[src/rtl/core/wra_pkg.sv]
`default_nettype none

package wra_pkg;

    localparam int SAMPLE_W   = 16;
    localparam int INDEX_W    = 12;
    localparam int LEN_W      = 13;
    localparam int CODE_W     = 32;
    localparam int AVG_W      = 32;
    localparam int COUNT_W    = 16;
    localparam int FRAC_W     = 16;
    localparam int NUM_W      = 49;
    localparam int DVD_W      = 48;
    localparam int QUO_W      = 32;
    localparam int DIV_STAGES = 32;
    localparam int LIMIT_W    = 17;

    localparam logic [COUNT_W-1:0] TARGET_RESET = 16'd20;

    // travels alongside a word through the arithmetic stages
    typedef struct packed {
        logic [INDEX_W-1:0] idx;
        logic               last;
        logic [COUNT_W-1:0] done;
        logic               we;
        logic               neg;
    } side_t;

    typedef struct packed {
        logic [COUNT_W-1:0] rem;
        logic [QUO_W-1:0]   low;
    } div_word_t;

    typedef struct packed {
        logic [AVG_W-1:0]   avg;
        logic [INDEX_W-1:0] idx;
        logic               last;
        logic [COUNT_W-1:0] done;
    } out_word_t;

    // one restoring step: bring in the next dividend bit, subtract if it fits
    function automatic div_word_t div_step(div_word_t w, logic [COUNT_W-1:0] d);
        logic [COUNT_W:0] t;
        logic [COUNT_W:0] diff;
        div_word_t        r;
        t    = {w.rem, w.low[QUO_W-1]};
        diff = t - {1'b0, d};
        if (t >= {1'b0, d})
        begin
            r.rem = diff[COUNT_W-1:0];
            r.low = {w.low[QUO_W-2:0], 1'b1};
        end
        else
        begin
            r.rem = t[COUNT_W-1:0];
            r.low = {w.low[QUO_W-2:0], 1'b0};
        end
        return r;
    endfunction

endpackage

`default_nettype wire

[src/rtl/core/wra_div.sv]
`default_nettype none

module wra_div import wra_pkg::*; (
    input  logic               clk,
    input  logic               rst_n,
    input  logic               en,
    input  logic               in_vld,
    input  logic [DVD_W-1:0]   in_dvd,
    input  logic [COUNT_W-1:0] in_d,
    input  side_t              in_side,
    input  logic [INDEX_W-1:0] probe_idx,
    output logic               probe_hit,
    output logic               out_vld,
    output logic [QUO_W-1:0]   out_quo,
    output side_t              out_side
);

    logic               vld_reg  [DIV_STAGES];
    div_word_t          word_reg [DIV_STAGES];
    div_word_t          word_next[DIV_STAGES];
    logic [COUNT_W-1:0] d_reg    [DIV_STAGES];
    side_t              side_reg [DIV_STAGES];

    // dividend is below d * 2^32, so its top part already sits below d
    assign word_next[0] = div_step({in_dvd[DVD_W-1:QUO_W], in_dvd[QUO_W-1:0]}, in_d);

    for (genvar j = 1; j < DIV_STAGES; j++)
    begin : g_step
        assign word_next[j] = div_step(word_reg[j-1], d_reg[j-1]);
    end

    always_ff @(posedge clk or negedge rst_n)
    begin
        if (!rst_n)
        begin
            for (int j = 0; j < DIV_STAGES; j++)
            begin
                vld_reg[j] <= 1'b0;
            end
        end
        else if (en)
        begin
            vld_reg[0] <= in_vld;
            for (int j = 1; j < DIV_STAGES; j++)
            begin
                vld_reg[j] <= vld_reg[j-1];
            end
        end
    end

    always_ff @(posedge clk)
    begin
        if (en)
        begin
            word_reg[0] <= word_next[0];
            d_reg[0]    <= in_d;
            side_reg[0] <= in_side;
            for (int j = 1; j < DIV_STAGES; j++)
            begin
                word_reg[j] <= word_next[j];
                d_reg[j]    <= d_reg[j-1];
                side_reg[j] <= side_reg[j-1];
            end
        end
    end

    // any word in flight that will write the probed entry
    always_comb
    begin
        probe_hit = 1'b0;
        for (int j = 0; j < DIV_STAGES; j++)
        begin
            if (vld_reg[j] && side_reg[j].we && side_reg[j].idx == probe_idx)
            begin
                probe_hit = 1'b1;
            end
        end
    end

    assign out_vld  = vld_reg[DIV_STAGES-1];
    assign out_quo  = word_reg[DIV_STAGES-1].low;
    assign out_side = side_reg[DIV_STAGES-1];

endmodule

`default_nettype wire

[config.mk]
export PLATFORM = sky130hd
export DESIGN_NAME = wra_div
export DESIGN_NICKNAME = d
export VERILOG_FILES = /design/src/rtl/core/wra_pkg.sv /design/src/rtl/core/wra_div.sv
export SDC_FILE = /design/constraint.sdc
export NUM_CORES = 2
export LEC_CHECK = 0
export ABC_CLOCK_PERIOD_IN_PS = 9500
export BUFFER_PORTS_ARGS = -buffer_cell sky130_fd_sc_hd__buf_2
export CAP_MARGIN = 10
export CELL_PAD_IN_SITES_DETAIL_PLACEMENT = 2
export CELL_PAD_IN_SITES_GLOBAL_PLACEMENT = 2
export CORE_UTILIZATION = 50
export CTS_CLUSTER_SIZE = 14
export DETAILED_ROUTE_END_ITERATION = 7
export GPL_TIMING_DRIVEN = 0
export PLACE_DENSITY_LB_ADDON = 0.1
export SYNTH_ARGS = -nofsm -noshare
export SYNTH_HDL_FRONTEND = slang
export SYNTH_SLANG_ARGS = --single-unit
[constraint.sdc]
create_clock -name clk -period 9.5 [get_ports clk]
set_input_delay 0.95 -clock clk [delete_from_list [all_inputs] [get_ports clk]]
set_output_delay 0.95 -clock clk [all_outputs]
set_load 0.02 [all_outputs]
==> results of run 1 <==
synth_stat cells, types with 36 or more instances:
master	n	area share (%)
ha_1	512	5.1
edfxtp_1	3008	71
nor2b_1	76	0.38
mux2_2	249	2.2
inv_1	611	1.8
xnor2_1	262	1.8
nor3_1	147	0.58
o21a_1	135	0.80
nand3_1	119	0.47
a31oi_1	36	0.18
clkbuf_1	92	0.27
nand2_1	240	0.71
or3_1	39	0.19
xor2_1	445	3.1
nor4_1	84	0.42
nand2b_1	71	0.35
o31a_1	44	0.30
nand4_1	155	0.77
a21oi_1	577	2.3
nor2_1	488	1.4
a21o_1	73	0.43
o21ai_0	187	0.74
buf_4	63	0.37
o211ai_1	46	0.27
metrics by stage:
stage	cell area (µm²)	hold WS (ps)	cells	setup slack, ps
2_1_floorplan	126500	400.3	8239	5663
3_3_place_gp	131500	400.1	11750	-40050
cell families after synthesis:
logic type | count (synthesis) | share of synthesized area, %
AO/OA/AOI/OAI | 1319 | 6.487
flip-flops | 3040 | 72.02
XOR/XNOR | 707 | 4.894
AND/OR/NAND/NOR | 1531 | 5.923
multiplexers | 277 | 2.461
buffers and inverters | 822 | 2.660
adder cells (fa/ha/maj) | 543 | 5.553
==> metrics.txt, run 1 <==
io pins 176; failing step detailed placement (3_5_place_dp); Chip Height 505.1 µm; Mapped Avg Cell Area 15.36 µm²; post-synthesis async set-or-reset flop share 1.053%; input/output buffers 163; Tool Error [ERROR DPL-0033] detailed placement checks failed during check placement.; Post-synth EDFFs 3008; register area share after synthesis 72.02%; Final Wtd Congestion 0.8584; register bit total from synthesis 3040; Initial Util 50.33%; Die Width 505.1 µm; num rows 184; Net Count, Synth 8893; library cells used by synthesis 71; YS warnings 0; Main synth FF type edfxtp_1; hpwl dp 280100 µm; cells after synthesis 8239; run status aborted with a tool error; post-synthesis cell area 126500 µm²
==> run 2, diff against run 1 <==
- CELL_PAD_IN_SITES_DETAIL_PLACEMENT: 2 -> not set
- CELL_PAD_IN_SITES_GLOBAL_PLACEMENT: 2 -> not set
- CORE_UTILIZATION: 50 -> 35
- CTS_CLUSTER_SIZE: 14 -> not set
- PLACE_DENSITY_LB_ADDON: 0.1 -> 0.15
==> run 2 against run 1 <==
The flow now finishes without violations. Synthesized cell count unchanged. Synthesized area stayed put.
==> metrics.txt, run 2 <==
input/output buffers 163 (unchanged); LEAKAGE 53.15 nW; max_cap viols 0; Min Clock Period, post-route 5806 ps; crit end category output pin; Reg clk slew, reported paths 60 ps; die area 363900 µm²; io pins 176 (unchanged); Max clock buf depth 4; router iterations before antenna repair 5; DR iter-0 viols 5033; Comb pwr share 28.0%; hpwl dp 168600 µm (-40%); total number of vias 66199; area share of the largest cell type after synthesis 71.39% (unchanged); most frequent cells in the layout 3008 x edfxtp_1, 611 x inv_1, 577 x a21oi_1; Sequential Power Share 42.6%; register area share after synthesis 72.02% (unchanged); hold buffer count at CTS 0; YS warnings 0 (unchanged); CP bufs+invs 4; CP Max Fanout 10; Worst VDD drop 0.1373 mV; Total GRT Usage 13.25%; run status finished, final reports clean; CP cell instances clkbuf_1 > clkbuf_1 > buf_1 > xnor2_1 > nand4_1 > o22ai_1 > nor4_1 > nand4_1 > buf_2; Finished Layout Cells 13835; post-synthesis cell area 126500 µm² (unchanged); worst hold-check path type in2async; routed length per instance 17.87 µm; switching power 0.01339 W; CTS Buf Count 349; CP max stage cell buf_1; Net Count, Synth 8893 (unchanged); final global-route overflow total 0; cell family with most CP delay buffers and inverters; first-pass GRT wire length 382800 µm; dpl cells 13195; Pint 0.03022 W; post-synthesis async set-or-reset flop share 1.053% (unchanged); Post-synth EDFFs 3008 (unchanged); # setup viols final 0; worst slew pin tran 1309 ps; most common cell after layout, fill and taps aside edfxtp_1; CP startpoint kind input pin; setup bufs post-CTS 0; Synth area leaders edfxtp_1 71%, ha_1 5.1%, xor2_1 3.1%; vias per cell 4.785; synthesis-to-finish area growth 14.46%; worst reg2reg path startpoint word_reg[1][324]; Tcrit/Tclk final 61.11%; Chip Height 603.3 µm (+19%); cells after synthesis 8239 (unchanged); Clock Power Share 29.4%; Main synth FF type edfxtp_1; CP Class in2out; post_cts resized 0; final net count 9427; pin count of the biggest net entering global routing 183; critical path required time 8550 ps; Fin. Hold Viols 0; library cells used by synthesis 71 (unchanged); Final Wtd Congestion 0.8888 (+3.5%); Initial Util 35.20% (-15 points); vias in the first global route 67549; f_max 172.2 MHz; critical path's largest stage delay 880 ps; PwrDens 301.1 nW/µm²; Filler cells 32833; num rows 220 (+20%); Pins Over Slew Limit 0; most frequent cell after synthesis edfxtp_1; relative slew slack 12.71%; setup tns final 0 ps; Multi-input gate area 32040 µm²; Mapped Avg Cell Area 15.36 µm² (unchanged); Die Width 603.3 µm (+19%); cell taking the most area after synthesis edfxtp_1; DRC viols 0; register area 91130 µm²; RSZ-0062 raised after global routing no; core region area 359500 µm²; ANT nets after route 0; CTS H-tree depth 5; Detailed Route WL 247200 µm; Root Buffer clkbuf_16; Worst-Skew Late Latency 920 ps; sw frac 30.70%; Arrival @ worst endpoint 4860 ps; Synth top cells by count 3008 x edfxtp_1, 611 x inv_1, 577 x a21oi_1; Sink Count 3040; layout cells sized above 1 11.50%; Critical path origin probe_idx[4]; Worst Clk Skew 40.95 ps; CTS tree yes; register bit total from synthesis 3040 (unchanged); max FFs per register 1520; initial antenna violation count 9
-- run 2: cell counts after synthesis --
Identical to the previous run, type by type.
-- run 2: worst paths after layout --
| check | to | slack [ps] | cells past startpoint |
|---|---|---|---|
| max | probe_hit | 3690 | 9 |
| max in group asynchronous | vld_reg[29] | 8850 | 1 |
| max reg2reg | word_reg[1][368] | 5330 | 10 |
| min | out_vld | 110 | 1 |
| min reg2reg | word_reg[0][434] | 380 | 0 |
| min in group clk | side_reg[0][20] | 220 | 1 |
-- run 2: cell families after synthesis --
logic type	Yosys count	synth area share [%]
adders and majority gates	543	5.553
buffers and inverters	822	2.660
DFF	3040	72.02
xor gates and xnor gates	707	4.894
muxes	277	2.461
and+or+nand+nor	1531	5.923
AOI/OAI and AO/OA	1319	6.487
-- run 2: cell type report --
type / instances / share of cell area, %
clock inverter: 201 / 1.186
multi-input combinational: 4377 / 22.12
inverter: 611 / 1.584
buffer: 211 / 0.7413
clock buffer: 435 / 6.367
tap: 4773 / 4.124
timing repair buffer: 183 / 0.9452
antenna: 4 / 0.006912
sequential: 3040 / 62.92
-- run 2: per-layer routing --
layer	vias up	wire length, µm	GRT usage (%)	share of wire (%)
met1	32442	112600	17.55	46
li1	31970	-	-	-
met3	477	10760	2.305	4.4
met2	1310	115900	21.95	47
met4	0	8008	4.551	3.2
met5	-	0	0	0
-- run 2: power groups by stage --
stage	Clock, W	Combinational [W]	Sequential [W]
floorplan	0	0.00904	0.0183
global placement	0	0.0119	0.0201
detailed placement	0	0.0121	0.0189
CTS	0.0134	0.0122	0.0186
global route	0.0139	0.0135	0.0188
finish	0.0128	0.0122	0.0186
-- run 2: metrics by stage --
step / hold slack (ps) / cell area (µm²) / worst slack (ps) / power, W / utilization (%)
2_1_floorplan: 400.3 / 126500 / 5663 / 0.02737 / -
3_3_place_gp: 400.4 / 133300 / -42830 / 0.03201 / 37.08
3_5_place_dp: 404.5 / 133900 / 3684 / 0.03092 / 37.24
4_1_cts: 6.716 / 144800 / 3663 / 0.04420 / 40.28
5_1_grt: 93.16 / 144800 / 3492 / 0.04617 / 40.28
6_report: 107.3 / 144800 / 3694 / 0.04360 / 40.28
Note: power is estimated with default switching activity, not from simulation.
