### src/rtl/core/wra_pkg.sv
`default_nettype none

package wra_pkg;

    localparam int SAMPLE_W   = 16;
    localparam int INDEX_W    = 12;
    localparam int LEN_W      = 13;
    localparam int CODE_W     = 32;
    localparam int AVG_W      = 32;
    localparam int COUNT_W    = 16;
    localparam int FRAC_W     = 16;
    localparam int NUM_W      = 49;
    localparam int DVD_W      = 48;
    localparam int QUO_W      = 32;
    localparam int DIV_STAGES = 32;
    localparam int LIMIT_W    = 17;

    localparam logic [COUNT_W-1:0] TARGET_RESET = 16'd20;

    // travels alongside a word through the arithmetic stages
    typedef struct packed {
        logic [INDEX_W-1:0] idx;
        logic               last;
        logic [COUNT_W-1:0] done;
        logic               we;
        logic               neg;
    } side_t;

    typedef struct packed {
        logic [COUNT_W-1:0] rem;
        logic [QUO_W-1:0]   low;
    } div_word_t;

    typedef struct packed {
        logic [AVG_W-1:0]   avg;
        logic [INDEX_W-1:0] idx;
        logic               last;
        logic [COUNT_W-1:0] done;
    } out_word_t;

    // one restoring step: bring in the next dividend bit, subtract if it fits
    function automatic div_word_t div_step(div_word_t w, logic [COUNT_W-1:0] d);
        logic [COUNT_W:0] t;
        logic [COUNT_W:0] diff;
        div_word_t        r;
        t    = {w.rem, w.low[QUO_W-1]};
        diff = t - {1'b0, d};
        if (t >= {1'b0, d})
        begin
            r.rem = diff[COUNT_W-1:0];
            r.low = {w.low[QUO_W-2:0], 1'b1};
        end
        else
        begin
            r.rem = t[COUNT_W-1:0];
            r.low = {w.low[QUO_W-2:0], 1'b0};
        end
        return r;
    endfunction

endpackage

`default_nettype wire

### src/rtl/core/wra_if.sv
`default_nettype none


interface wra_out_if import wra_pkg::*; ();
    logic                    valid;
    logic                    ready;
    logic signed [AVG_W-1:0] average_value;
    logic [INDEX_W-1:0]      out_index;
    logic                    last_of_record;
    logic [COUNT_W-1:0]      averages_done;

    modport source (output valid, average_value, out_index, last_of_record,
                    averages_done, input ready);
    modport sink   (input valid, average_value, out_index, last_of_record,
                    averages_done, output ready);
endinterface


`default_nettype wire

### src/rtl/core/wra_outq.sv
`default_nettype none

module wra_outq import wra_pkg::*; (
    input  logic         clk,
    input  logic         rst_n,
    input  logic         push,
    input  out_word_t    push_word,
    output logic         full,
    wra_out_if.source    results
);

    out_word_t  slot_reg [2];
    logic       wr_ptr_reg;
    logic       rd_ptr_reg;
    logic [1:0] count_reg;
    logic [1:0] count_next;
    logic       pop;
    out_word_t  head;

    assign pop  = results.valid && results.ready;
    assign full = (count_reg == 2'd2);
    assign head = slot_reg[rd_ptr_reg];

    always_comb
    begin
        count_next = count_reg;
        if (push && !pop)
        begin
            count_next = count_reg + 2'd1;
        end
        else if (pop && !push)
        begin
            count_next = count_reg - 2'd1;
        end
    end

    always_ff @(posedge clk or negedge rst_n)
    begin
        if (!rst_n)
        begin
            wr_ptr_reg <= 1'b0;
            rd_ptr_reg <= 1'b0;
            count_reg  <= 2'd0;
        end
        else
        begin
            count_reg <= count_next;
            if (push)
            begin
                wr_ptr_reg <= !wr_ptr_reg;
            end
            if (pop)
            begin
                rd_ptr_reg <= !rd_ptr_reg;
            end
        end
    end

    always_ff @(posedge clk)
    begin
        if (push)
        begin
            slot_reg[wr_ptr_reg] <= push_word;
        end
    end

    assign results.valid          = (count_reg != 2'd0);
    assign results.average_value  = head.avg;
    assign results.out_index      = head.idx;
    assign results.last_of_record = head.last;
    assign results.averages_done  = head.done;

endmodule

`default_nettype wire

### src/flat_wrapper.sv
// flat-port wrapper written by rule: the top's interface ports become plain ports
module wra_outq_flat import wra_pkg::*;
  (clk, rst_n, push, push_word, full, results_valid, results_average_value, results_out_index, results_last_of_record, results_averages_done, results_ready);
  wra_out_if results_i ();
  input  logic clk;
  input  logic rst_n;
  input  logic push;
  input  out_word_t push_word;
  output logic full;
  output wire logic [$bits(results_i.valid)-1:0] results_valid;
  output wire logic [$bits(results_i.average_value)-1:0] results_average_value;
  output wire logic [$bits(results_i.out_index)-1:0] results_out_index;
  output wire logic [$bits(results_i.last_of_record)-1:0] results_last_of_record;
  output wire logic [$bits(results_i.averages_done)-1:0] results_averages_done;
  input wire logic [$bits(results_i.ready)-1:0] results_ready;
  assign results_valid = results_i.valid;
  assign results_average_value = results_i.average_value;
  assign results_out_index = results_i.out_index;
  assign results_last_of_record = results_i.last_of_record;
  assign results_averages_done = results_i.averages_done;
  assign results_i.ready = results_ready;
  wra_outq u_core (.clk(clk), .rst_n(rst_n), .push(push), .push_word(push_word), .full(full), .results(results_i));
endmodule
### config.mk
export PLATFORM = sky130hd
export DESIGN_NAME = wra_outq_flat
export DESIGN_NICKNAME = d
export VERILOG_FILES = /design/src/rtl/core/wra_pkg.sv /design/src/rtl/core/wra_if.sv /design/src/rtl/core/wra_outq.sv /design/src/flat_wrapper.sv
export SDC_FILE = /design/constraint.sdc
export NUM_CORES = 1
export LEC_CHECK = 0
export ABC_CLOCK_PERIOD_IN_PS = 4000
export BUFFER_PORTS_ARGS = -buffer_cell sky130_fd_sc_hd__buf_2
export CORE_MARGIN = 2
export CORE_UTILIZATION = 50
export DETAILED_ROUTE_END_ITERATION = 10
export HOLD_SLACK_MARGIN = 0.08
export PLACE_DENSITY_LB_ADDON = 0.05
export REMOVE_ABC_BUFFERS = 1
export SLEW_MARGIN = 10
export SYNTH_ARGS = -nofsm -noshare
export SYNTH_HDL_FRONTEND = slang
export SYNTH_SLANG_ARGS = --single-unit
### constraint.sdc
create_clock -name clk -period 4 [get_ports clk]
set_input_delay 0.2 -clock clk [delete_from_list [all_inputs] [get_ports clk]]
set_output_delay 0.2 -clock clk [all_outputs]
set_load 0.005 [all_outputs]
; ---- After elaboration in Yosys (flattened, before gate mapping)
; Memories as Yosys holds them, arrays and structs flattened.
; Index checks and enable logic that the tools add are counted.
[word_totals]
n_memories = 1
regBits = 4
ram_bits = 122
wordCells = 20
out_inout_bits = 63
input_bits = 65
[mem_list]
columns = memory, words, word_bits, rd, rd_ports_with_merged_regs, write_ports, line_no
row1 = u_core.slot_reg, 2, 61, 1, 0, 1, wra_outq.sv:12  ; out_word_t slot_reg [2];
[op_classes]
muxes = 4
n_addsub = 2
n_eq_ne = 1
n_reduce_logical = 9
[op_table]
columns = operator, count
row1 = $logic_not 1->1, 4
row2 = $mux 2, 2
row3 = $reduce_bool 2->1, 2
row4 = $logic_and 1x1->1, 3
row5 = $add 2x1->2 const B, 1
row6 = $eq 2x2->1 const B, 1
row7 = $mux 1, 2
row8 = $sub 2x1->2 const B, 1

; ---- Depth between registers and ports, before layout
; Gate-level depths: netlist (run 1).
[logic_depth]
word_depth = 5
ltp_mapped = 6
depth_no_buf = 6

; ---- Worst setup path after synthesis (run 1)
; OpenSTA, ideal clock, no wires.
[synth_path]
path_type = flip-flop to flip-flop
start = register u_core.wr_ptr_reg
end = memory u_core.slot_reg[0][0] (netlist bit), enable pin
setup_slack_ns = 0.397
setup_time_ns = 0.487
n_path_buf = 0
synth_period_minus_slack_ns = 3.603
required_time_ns = 3.513
arrival_ns = 3.115
stages_incl_launch_ff = 2
cell_sequence = dfrtp_1 -> nor2b_1
[synth_lines]
columns = item, line_no
row1 = from (decl), wra_outq.sv:13  ; logic wr_ptr_reg;
row2 = from (signal assigned), wra_outq.sv:50  ; wr_ptr_reg <= !wr_ptr_reg;
row3 = to (decl), wra_outq.sv:12
; Straight into the memory's write port.

; ---- Worst setup path after layout (run 1)
[layout_path]
start = register u_core.rd_ptr_reg
end = output port results_averages_done[1]
[layout_between]
elab_chain_len = 1
[layout_lines]
columns = item, line_no
row1 = from (decl), wra_outq.sv:14  ; logic rd_ptr_reg;
row2 = from (signal assigned), wra_outq.sv:54  ; rd_ptr_reg <= !rd_ptr_reg;
row3 = $mem_v2 2x61, -
row4 = to (decl), flat_wrapper.sv:14  ; output wire logic [$bits(results_i.averages_done)-1:0] results_averages_done;
; Every way passes these cells.

==> metrics.md, run 1 <==
| Metric | Value |
|---|---|
| Status | `completed` |
| Reg power frac | `42.4%` |
| Final period utilization | `66.1%` |
| Clock skew | `0.00651 ns` |
| Synth cell types | `14` |
| Initial Utilization | `50.8%` |
| CTS tree | `built` |
| Vias in the first global route | `2649` |
| Synth Register Bits | `126` |
| Initial antenna violation count | `0` |
| Port bufs | `127` |
| Layout cells sized above 1 | `51.7%` |
| Sequential fraction of the synthesis area | `76.9%` |
| PD cells | `674 nW/um^2` |
| Postcts setup bufs | `0` |
| Final hold vios | `0` |
| Switching power share of the total | `24.4%` |
| Final number of max-transition violations | `0` |
| Worst Path Required | `3.80 ns` |
| Final setup violation count | `0` |
| Placed Area | `5600 um^2` |
| Switch Pwr | `0.00112 W` |
| Worst endpoint data arrival time | `2.44 ns` |
| Die H | `103 um` |
| Fin area | `6820 um^2` |
| Num Clock Sinks | `126` |
| Type of the worst setup path | `register to primary output` |
| Combinational share of power | `25.3%` |
| CP max-delay cell | `dfrtp_4` |
| First-pass GRT wire length | `12.6 mm` |
| Syn Std Cell Area | `4890 um^2` |
| Post-Route Setup TNS | `0 ns` |
| Drt pass-1 iters | `4` |
| RSZ-0062 raised after global routing | `no` |
| I/O pin count | `128` |
| H-tree Lvls | `4` |
| Bufs and invs on worst path | `2` |
| Crit end category | `primary output` |
| Reg2reg start | `u_core.wr_ptr_reg` |
| Worst-Margin Slew | `0.818 ns` |
| Routability cong. | `0.704` |
| Syn_area_per_cell | `23.7 um^2` |
| Leakage | `2.80 nW` |
| Max-Cap Viols | `0` |
| Max reg flops | `122` |
| Antenna Nets Post-Route | `0` |
| Max stage delay on crit path | `0.94 ns` |
| Worst-path cell chain | `buf_4 > mux2_4 > buf_2` |
| CP startpoint kind | `register` |
| # diodes | `0` |
| Final WL | `8.52 mm` |
| Minimum clock period after layout | `2.64 ns` |
| Global route overflow | `0` |
| Via-per-instance ratio | `4.60` |
| Clk pwr share | `32.3%` |
| Routed WL per cell | `15.3 um` |
| Area grow syn2layout | `39.4%` |
| Internal | `0.00347 W` |
| CP startpoint | `u_core.rd_ptr_reg` |
| Cells after Synth | `206` |
| Core area | `9640 um^2` |
| Max VDD drop | `0.408 mV` |
| Reg clk slew, reported paths | `0.06 ns` |
| Width of the die | `103 um` |
| Delay-heaviest family, CP | `flip-flops` |
| Synth warnings | `0` |
| Hold_sp | `push_word[6]` |
| Hold-fix buffer count after cts | `65` |
| Max Fclk | `0.378 GHz` |
| Total power | `0.00460 W` |
| Fill cell count | `653` |
| Gr usage total | `16.7%` |
| Clk root buf | `clkbuf_8` |
| Die ar. | `10600 um^2` |
| Clk_lat worst skew | `0.51 ns` |
| Longest Clk Path Bufs | `2` |
| Final #Nets | `479` |
| Vias | `2561` |
| Hold slack | `0.414 ns` |
| Number of CTS-inserted buffers | `17` |
| Largest net degree at the start of global routing | `45` |
| DPL Wire Length | `5.08 mm` |
| Slew margin rel. | `45.4%` |
| HP Class | `input pin to register` |
| Cts repair resizes | `0` |
| Crit-path max FO | `44` |
| Row count | `36` |
| DR iter-0 viols | `86` |
| Residual DRC | `0` |
==> metal layers <==
layer	wire, um	vias to the layer above	track usage, %
met1	3420	1229	18.9
met5	0	-	0
met4	167	0	8.10
met3	510	16	6.85
met2	4420	87	27.6
li1	-	1229	-
==> cells in the mapped netlist <==
master,instances,area (um^2)
and2_1,1,6.26
buf_12,6,120
buf_6,1,11.3
dfrtp_1,4,100
edfxtp_1,122,3660
ha_1,1,12.5
mux2_2,2,22.5
mux2_4,59,886
nand2_1,1,3.75
nor2_1,1,3.75
nor2b_1,2,12.5
or2_1,1,6.26
xnor2_1,2,17.5
xor2_1,3,26.3
==> metrics by stage <==
stage          util [%]  setup WS (ns)  std cells
2_1_floorplan         -          0.397        199
3_3_place_gp       58.1           1.86        462
3_5_place_dp       58.1           1.85        462
4_1_cts            70.8           1.30        557
5_1_grt            70.8           1.23        557
6_report           70.8           1.36        557
==> layout by cell type, fill, tap and decap left out <==
master / count
buf_2: 127
edfxtp_1: 122
dlygate4sd3_1: 65
mux2_4: 59
clkbuf_16: 16
clkinv_2: 4
bufinv_16: 4
clkbuf_1: 4
xor2_1: 3
buf_4: 3
dfrtp_1: 3
xnor2_1: 2
mux2_2: 2
or2_1: 1
nor2b_1: 1
nand2_1: 1
and2_2: 1
nor2b_4: 1
nor2_1: 1
ha_1: 1
clkbuf_8: 1
clkinv_1: 1
dfrtp_4: 1
==> layout make-up <==
cell class                 instances  area (um^2)  area share [%]
clock inverter                     9          144            2.11
tap                              133          166            2.44
sequential                       126         3770            55.2
multi-input combinational         73         1010            14.7
clock buffer                      21          429            6.29
timing repair buffer             195         1310            19.2
==> final timing paths <==
| path | end | slack, ns | cells past startpoint |
|---|---|---|---|
| min in group asynchronous | u_core.count_reg[0] | 0.58 | 3 |
| worst min register to register | u_core.count_reg[1] | 0.49 | 1 |
| worst max register to register | u_core.slot_reg[0][15] | 1.97 | 2 |
| worst max-delay path | results_averages_done[1] | 1.36 | 3 |
| max in group asynchronous | u_core.rd_ptr_reg | 3.23 | 3 |
| worst min-delay path | u_core.slot_reg[1][6] | 0.41 | 2 |
==> cells by family after synthesis <==
logic type | share of synthesized area [%]
xor+xnor | 0.895
fa+ha+maj | 0.256
buf+inv | 2.69
flops | 76.9
mux | 18.6
simple gates | 0.665
==> power by group through the flow <==
stage                     Combinational, W  Sequential, W  Clock, W
after floorplan                   0.000760        0.00198         0
after global placement             0.00113        0.00197         0
after detailed placement           0.00113        0.00198         0
after CTS                          0.00119        0.00196   0.00151
after global routing               0.00126        0.00198   0.00158
final                              0.00116        0.00195   0.00148
Note: power is estimated with default switching activity, not from simulation.
==> run 2, diff against run 1 <==
ABC_CLOCK_PERIOD_IN_PS = 2250   (was 4000)
CORE_UTILIZATION = 47   (was 50)
clock period = 2.25 ns   (was 4 ns; I/O delays follow)
==> run 2 against run 1 <==
Final cell count is 1.4% higher. Non-clock buffer count increased by 3. Global-route usage fell by 0.50 points. Clock skew up 0.0031 ns. Highest routed layer unchanged. Sequential power rose by 67%. Register-to-register slack lost 1.2 ns. Core utilization shrank 3.0 points.
==> metrics.md, run 2 (synthesized netlist as in run 1, its figures left out) <==
| Metric | Value |
|---|---|
| Status | `completed` |
| Most common cell after layout, fill and taps aside | `buf_2` |
| PD cells | `1200 nW/um^2` |
| Initial antenna violation count | `0` |
| Setup crit end | `results_average_value[31]` |
| Die ar. | `11200 um^2` |
| H-tree Lvls | `4` |
| Final number of max-transition violations | `0` |
| Vias in the first global route | `2756` |
| Switch Pwr | `0.00212 W` |
| Drt pass-1 iters | `4` |
| Max VDD drop | `0.731 mV` |
| Combinational share of power | `28.7%` |
| Final setup violation count | `0` |
| # diodes | `0` |
| Number of CTS-inserted buffers | `17` |
| R2r setup slk | `0.73 ns` |
| Residual DRC | `0` |
| Reg2reg start | `u_core.wr_ptr_reg` |
| Gr usage total | `16.2%` |
| Gr busiest metal | `met2` |
| Layout cells sized above 1 | `53.1%` |
| Reg power frac | `39.1%` |
| Final #Nets | `482` |
| Final period utilization | `88.5%` |
| Die H | `106 um` |
| Final WL | `8.67 mm` |
| DPL Wire Length | `5.23 mm` |
| Max reg flops | `122` |
| RSZ-0062 raised after global routing | `no` |
| Antenna Nets Post-Route | `0` |
| Global route overflow | `0` |
| CP startpoint kind | `register` |
| I/O pin count | `128` |
| DR iter-0 viols | `84` |
| Core area | `10200 um^2` |
| Final hold vios | `0` |
| Leakage | `2.83 nW` |
| Port bufs | `127` |
| Row count | `37` |
| Slew margin rel. | `64.2%` |
| Width of the die | `106 um` |
| Switching power share of the total | `25.4%` |
| Worst endpoint data arrival time | `1.88 ns` |
| Clk pwr share | `32.2%` |
| Reg clk slew, reported paths | `0.06 ns` |
| Met1 usage | `19.1%` |
| Dpl ws | `0.716 ns` |
| Met2 usage | `28.0%` |
| Postcts setup bufs | `0` |
| GR Layer Usage met3 | `4.41%` |
| Max-Cap Viols | `0` |
| Final setup margin | `0.258 ns` |
| Worst r2r dst | `u_core.slot_reg[1][56]` |
| Internal | `0.00621 W` |
| Worst Path Required | `2.14 ns` |
| Hold Path Stages | `2` |
| Type of the worst setup path | `register to primary output` |
| CTS tree | `built` |
| Minimum clock period after layout | `1.99 ns` |
| Longest Clk Path Bufs | `2` |
| Worst-Margin Slew | `0.537 ns` |
| Routability cong. | `0.665` |
| Area grow syn2layout | `41.7%` |
| Hold slack | `0.330 ns` |
| Routed WL per cell | `15.4 um` |
| Num Clock Sinks | `126` |
| Crit end category | `primary output` |
| Via-per-instance ratio | `4.59` |
| Reg2Reg Depth | `2` |
| Clock skew | `0.00961 ns` |
| Most frequent cells in the layout | `buf_2 (127), edfxtp_1 (122), dlygate4sd3_1 (65)` |
| Largest net degree at the start of global routing | `35` |
| First-pass GRT wire length | `13.5 mm` |
| CP startpoint | `u_core.rd_ptr_reg` |
| Clk root buf | `clkbuf_8` |
| Crit-path max FO | `28` |
| Clk_lat worst skew | `0.50 ns` |
| Max Fclk | `0.502 GHz` |
| HP Class | `input pin to register` |
| Vias | `2595` |
| Initial Utilization | `47.8%` |
## run 2: cell types whose count changed in the layout (fill, tap and decap cells not counted)
cell,change
clkbuf_1,-3
buf_4,-2
buf_12,+5
clkinvlp_4,+4
clkinv_2,-2
inv_6,+2
clkinv_4,+2
bufinv_16,-1
clkinv_1,-1
clkbuf_8,+1
## run 2: worst min path at each step
stage / start / end / slack, ns
finish: push_word[49] / u_core.slot_reg[0][49] / 0.33
global route: push_word[43] / u_core.slot_reg[1][43] / 0.32
CTS: push_word[29] / u_core.slot_reg[0][29] / 0.31
detailed placement: rst_n / u_core.count_reg[0] / -0.08
global placement: rst_n / u_core.count_reg[1] / -0.08
floorplan: rst_n / u_core.count_reg[0] / -0.18
## run 2: final cells by class
cell class | instances | area [um^2]
clock buffer | 19 | 432
clock inverter | 13 | 165
fill | 730 | 3300
multi-input combinational | 73 | 1010
sequential | 126 | 3770
tap | 136 | 170
timing repair buffer | 198 | 1390
## run 2: per-layer routing
metal	vias up	part of all wire (%)	routed length (um)
li1	1234	-	-
met1	1268	41	3590
met2	84	52	4550
met3	9	5.0	438
met4	0	1.1	95
met5	-	0	0
## run 2: power by group through the flow
stage	Combinational (W)	Clock, W	Sequential (W)
finish	0.00239	0.00268	0.00325
global route	0.00258	0.00283	0.00330
CTS	0.00245	0.00272	0.00326
detailed placement	0.00235	0	0.00330
global placement	0.00235	0	0.00328
floorplan	0.00135	0	0.00352
## run 2: through the flow
stage / power [W] / TNS (ns) / cell area (um^2) / utilization [%] / instances
4_1_cts: 0.00843 / 0 / 6930 / 67.8 / 565
6_report: 0.00832 / 0 / 6930 / 67.8 / 565
3_3_place_gp: 0.00563 / 0 / 5690 / 55.6 / 468
2_1_floorplan: 0.00487 / -115.96 / 4760 / - / 199
3_5_place_dp: 0.00566 / 0 / 5690 / 55.6 / 468
5_1_grt: 0.00871 / 0 / 6930 / 67.8 / 565
## run 2: repair_timing
item	CTS	global route
gates resized for setup	0	0
hold buffers	65	0
endpoints found under the hold margin	129	0
## run 2: critical path, stage by stage, from the launching register on
cell and delay (ns):
dfrtp_4 0.42, buf_4 0.45, mux2_4 0.34, buf_2 0.14
